<file path="src/rtl/npvl_pkg.sv">
// shared constants, types and result codes for the nearest point lookup
package npvl_pkg;

    localparam int MAX_POINTS    = 256;
    localparam int COORD_BITS    = 24;
    localparam int IDX_BITS      = $clog2(MAX_POINTS);
    localparam int CNT_BITS      = $clog2(MAX_POINTS + 1);
    localparam int OUT_IDX_BITS  = 8;
    localparam int DIST_BITS     = 50;
    localparam int DIFF_BITS     = COORD_BITS + 1;
    localparam int SQ_BITS       = 2 * DIFF_BITS;
    localparam int CMP_BITS      = (SQ_BITS > DIST_BITS) ? SQ_BITS : DIST_BITS;
    localparam int WORD_BITS     = 2 * COORD_BITS + 1;
    localparam int IN_FLD_BITS   = 2 * COORD_BITS + 1;
    localparam int IN_DATA_BITS  = ((IN_FLD_BITS + 7) / 8) * 8;
    localparam int RES_BITS      = 3 + OUT_IDX_BITS + 2 * COORD_BITS;
    localparam int OUT_DATA_BITS = ((RES_BITS + 7) / 8) * 8;

    localparam logic [DIST_BITS-1:0] CUTOFF_RESET = 50'd2560000000000;

    localparam logic [1:0] RES_INSERT = 2'd0;
    localparam logic [1:0] RES_FULL   = 2'd1;
    localparam logic [1:0] RES_QUERY  = 2'd2;

    localparam logic MODE_INSERT = 1'b0;
    localparam logic MODE_QUERY  = 1'b1;

    typedef struct packed {
        logic                load_in;
        logic                wr_en;
        logic                rd_en;
        logic [IDX_BITS-1:0] addr;
        logic                out_load;
        logic [1:0]          res_kind;
    } npvl_cmd_t;

    typedef struct packed {
        logic pipe_busy;
    } npvl_stat_t;

    typedef struct packed {
        logic                         table_full;
        logic                         visible_out;
        logic signed [COORD_BITS-1:0] near_y;
        logic signed [COORD_BITS-1:0] near_x;
        logic [OUT_IDX_BITS-1:0]      entry_index;
        logic                         found;
    } npvl_res_t;

    function automatic logic [OUT_IDX_BITS-1:0] out_idx(input logic [IDX_BITS-1:0] i);
        logic [IDX_BITS+OUT_IDX_BITS-1:0] w;
        w = {{OUT_IDX_BITS{1'b0}}, i};
        return w[OUT_IDX_BITS-1:0];
    endfunction

endpackage

</file>
<file path="src/rtl/npvl_ctrl.sv">
// controller state machine: entry count, scan sequencing and output handshake
module npvl_ctrl (
    input  logic                aclk,
    input  logic                aresetn,
    input  logic                s_tvalid,
    output logic                s_tready,
    input  logic                mode,
    output logic                m_tvalid,
    input  logic                m_tready,
    output npvl_pkg::npvl_cmd_t cmd,
    input  npvl_pkg::npvl_stat_t stat
);
    import npvl_pkg::*;

    localparam logic [2:0] ST_IDLE  = 3'd0;
    localparam logic [2:0] ST_WRITE = 3'd1;
    localparam logic [2:0] ST_SCAN  = 3'd2;
    localparam logic [2:0] ST_DRAIN = 3'd3;
    localparam logic [2:0] ST_DONE  = 3'd4;

    logic [2:0]          state_reg, state_next;
    logic [CNT_BITS-1:0] cnt_reg, cnt_next;
    logic [CNT_BITS-1:0] scan_reg, scan_next;
    logic [1:0]          kind_reg, kind_next;
    logic                m_tvalid_reg, m_tvalid_next;
    logic                accept;
    logic [CNT_BITS-1:0] scan_inc;

    assign s_tready = (state_reg == ST_IDLE);
    assign accept   = s_tvalid && s_tready;
    assign scan_inc = scan_reg + 1'b1;
    assign m_tvalid = m_tvalid_reg;

    always_comb begin
        state_next    = state_reg;
        cnt_next      = cnt_reg;
        scan_next     = scan_reg;
        kind_next     = kind_reg;
        m_tvalid_next = m_tvalid_reg && !m_tready;
        cmd           = '0;
        cmd.load_in   = accept;
        cmd.res_kind  = kind_reg;
        unique case (state_reg)
            ST_IDLE: begin
                if (accept) begin
                    scan_next = '0;
                    if (mode == MODE_QUERY) begin
                        kind_next  = RES_QUERY;
                        state_next = (cnt_reg == '0) ? ST_DONE : ST_SCAN;
                    end else if (cnt_reg == CNT_BITS'(MAX_POINTS)) begin
                        kind_next  = RES_FULL;
                        state_next = ST_DONE;
                    end else begin
                        kind_next  = RES_INSERT;
                        state_next = ST_WRITE;
                    end
                end
            end
            ST_WRITE: begin
                cmd.wr_en  = 1'b1;
                cmd.addr   = cnt_reg[IDX_BITS-1:0];
                cnt_next   = cnt_reg + 1'b1;
                state_next = ST_DONE;
            end
            ST_SCAN: begin
                cmd.rd_en = 1'b1;
                cmd.addr  = scan_reg[IDX_BITS-1:0];
                scan_next = scan_inc;
                if (scan_inc == cnt_reg) begin
                    state_next = ST_DRAIN;
                end
            end
            ST_DRAIN: begin
                if (!stat.pipe_busy) begin
                    state_next = ST_DONE;
                end
            end
            ST_DONE: begin
                if (!m_tvalid_reg || m_tready) begin
                    cmd.out_load  = 1'b1;
                    m_tvalid_next = 1'b1;
                    state_next    = ST_IDLE;
                end
            end
            default: begin
                state_next = ST_IDLE;
            end
        endcase
    end

    always_ff @(posedge aclk) begin
        if (!aresetn) begin
            state_reg    <= ST_IDLE;
            cnt_reg      <= '0;
            scan_reg     <= '0;
            kind_reg     <= RES_INSERT;
            m_tvalid_reg <= 1'b0;
        end else begin
            state_reg    <= state_next;
            cnt_reg      <= cnt_next;
            scan_reg     <= scan_next;
            kind_reg     <= kind_next;
            m_tvalid_reg <= m_tvalid_next;
        end
    end

endmodule

</file>
<file path="config.mk">
export PLATFORM = sky130hd
export DESIGN_NAME = npvl_ctrl
export DESIGN_NICKNAME = d
export VERILOG_FILES = /design/src/rtl/npvl_pkg.sv /design/src/rtl/npvl_ctrl.sv
export SDC_FILE = /design/constraint.sdc
export NUM_CORES = 1
export LEC_CHECK = 0
export BUFFER_PORTS_ARGS = -buffer_cell sky130_fd_sc_hd__buf_4
export CAP_MARGIN = 5
export CORE_UTILIZATION = 45
export CTS_CLUSTER_DIAMETER = 30
export DETAILED_ROUTE_END_ITERATION = 10
export PLACE_DENSITY = 0.65
export SYNTH_ARGS = -nofsm -noshare
export SYNTH_HDL_FRONTEND = slang
export SYNTH_SLANG_ARGS = --single-unit
</file>
<file path="constraint.sdc">
create_clock -name aclk -period 4.1 [get_ports aclk]
set_clock_uncertainty 0.15 [all_clocks]
set_input_delay 0.205 -clock aclk [delete_from_list [all_inputs] [get_ports aclk]]
set_output_delay 0.205 -clock aclk [all_outputs]
set_load 0.01 [all_outputs]
</file>
==> metrics.cfg <==
[status]
status=finished clean

[hold_path]
hold_path_end=kind_reg[1]
hp-start=mode
hold_class=in2reg
min_path_cells=3

[place]
globalplace.congestion=0.795
preCtsSetupSlack_ps=1760
hpwl_um=2510
port_buffers=21

[route]
via_count=1394
wl_met3_um=130
drt_iter0_markers=120
wl_met1_um=1700
firstDrtPassIters=4
top_layer=met4
wirelength_um=3490
met2WireLength_um=1630
postRouteAntennaNets=0
drc=0
wl_per_cell_um=13.9
drt-vias-per-instance=5.58

[critical_path]
worstPathMaxFanout=15
r2r_setup_slack_ps=1680
crit_slowest_cell=nor3b_2
arrival_ps=2520
max_stage_delay_ps=830
cp_top_family=simple AND/OR/NAND/NOR gates
crit_chain=nor3b_2 -> nand4_1 -> or3_1 -> a21boi_1
regToRegEndpoint=cnt_reg[7]
r2r_cells=4
crit_type=reg2reg
critPathLaunchType=flip-flop
critPathBufInv=0
regToRegStartpoint=state_reg[0]
crit_required_ps=4200
endpoint_kind=flip-flop

[grt]
grt_overflow=0
antenna_found_initial=0
grt_max_degree=26
grt_pass1_wl_um=6000
track_usage_pct=21.7
grt_pass1_vias=1270

[timing]
fmax_mhz=413
fin_setup_tns_ps=0
period_minus_slack_ps=2420
timing.slew.headroom_pct=36.2
post-route-period-util_pct=59.0
rsz0062_at_grt=no
hold_viol_final=0
worst_pin_slew_ps=953
fin_ws_ps=1680
slew_violations=0
setup_viol=0

[yosys]
syn_inst=194
synth.avg_cell_area_um2=8.00
async_reset_ff_share_pct=0
ys_seq_area_share_pct=31.0
synth_nets=203
yosys_warnings=0
synth_edf_count=0
yosysTopAreaCellShare_pct=31.0
synth_top_area_cell=dfxtp_1
synthesis.area_um2=1550
ys_types=44
synthTopCellsByArea=dfxtp_1, xnor2_1, nor2b_1
yosys_register_bits=24
ys.flop_type=dfxtp_1

[clock_network]
clock_latency_ps=310
cts.sinks=24
cts_hold_buf=0
cts_made_buffers=3
root_buffer=clkbuf_4
post_cts_buffers=0
cts_resized=0
clkTransAtPathRegs_ps=140
h-tree-depth=1
clockBufferDepth=2
cts_tree=built

[layout]
final_nets=217
multi_input_area_um2=985
final_common_cell=dfxtp_1
final-seq-area_um2=480
drive_gt1_share_pct=15.5
area_growth_pct=11.3
antenna_cells=0
fillers=323
final_cell_mix=dfxtp_1, buf_4, nand2_1

[pwr]
swShare_pct=26.6
total_leakage_power_nw=0.685
clkPwrFrac_pct=25.9
p_int_mw=0.300
seq_power_share_pct=59.6
pwr_density_cell_nw_per_um2=237
vdd.ir_drop.worst_mv=0.190
pwr-share-comb_pct=14.5
p_switching_mw=0.109
power.total_mw=0.408

[job]
maxCapViolCount=0

[floorplanning]
rows=20
boundaryPins=22
core_um2=3150
die_h_um=60.7
die_width_um=60.7
start_util_pct=49.2
die_area_um2=3690

-- through the flow --
step | std cells | utilization (%) | hold WS [ps] | area (um^2)
after detailed placement | 247 | 54.0 | 301 | 1700
final | 250 | 54.8 | 5.05 | 1730
after global placement | 247 | 54.0 | 299 | 1700
after CTS | 250 | 54.8 | 4.85 | 1730
after global routing | 250 | 54.8 | 19.5 | 1730
after floorplan | 194 | - | 190 | 1550
-- metal layers --
layer,track usage [%],vias up
met5,0,-
met4,6.17,0
met3,2.35,4
met2,35.3,40
met1,30.5,644
li1,-,706
-- power by group through the flow --
stage	clock (mW)	combinational (mW)	sequential [mW]
3_3_place_gp	0	0.0585	0.248
2_1_floorplan	0	0.0431	0.246
3_5_place_dp	0	0.0592	0.248
4_1_cts	0.109	0.0594	0.243
5_1_grt	0.117	0.0660	0.244
6_report	0.106	0.0592	0.243
-- synth_stat cells (all sizes together), types with 2 or more instances --
master	n
clkbuf	7
a22o	8
nand2	17
o211ai	2
nor2b	11
nand2b	3
buf	5
or3	4
a21o	5
and2	9
a21boi	5
inv	7
o21ai	11
xor2	3
dfxtp	24
nor2	13
nand3	5
xnor2	14
nand4	5
nor3b	2
ha	3
and3	2
a21oi	10
nor4	3
nor3	6
-- area by class of cell --
class                   instances  share of cell area [%]
repair buffers                 21                    9.13
well taps                      44                    3.19
multi-input cells             151                    57.0
flip-flops and latches         24                    27.8
inverters                       7                    1.52
clock buffers                   3                    1.30
-- kinds of logic after synthesis --
| kind of cell | Yosys count | share of synthesized area (%) |
|---|---|---|
| flip-flops | 24 | 31.0 |
| AO/OA/AOI/OAI | 47 | 20.9 |
| AND/OR/NAND/NOR | 84 | 30.6 |
| XOR/XNOR | 17 | 9.60 |
| adder cells (fa/ha/maj) | 3 | 2.42 |
| buffers and inverters | 19 | 5.56 |
-- worst min-delay path, stage by stage --
cell	delay [ps]
buf_4	130
nand2_1	50
a21boi_1	50
-- worst max path at each step --
stage                      start            to  cells past startpoint
floorplan             cnt_reg[0]  state_reg[2]                      8
global placement    state_reg[0]    cnt_reg[7]                      4
detailed placement  state_reg[0]    cnt_reg[5]                      4
CTS                 state_reg[0]    cnt_reg[5]                      4
global route        state_reg[0]    cnt_reg[5]                      4
finish              state_reg[0]    cnt_reg[7]                      4
Power figures use the tool's default switching activity.
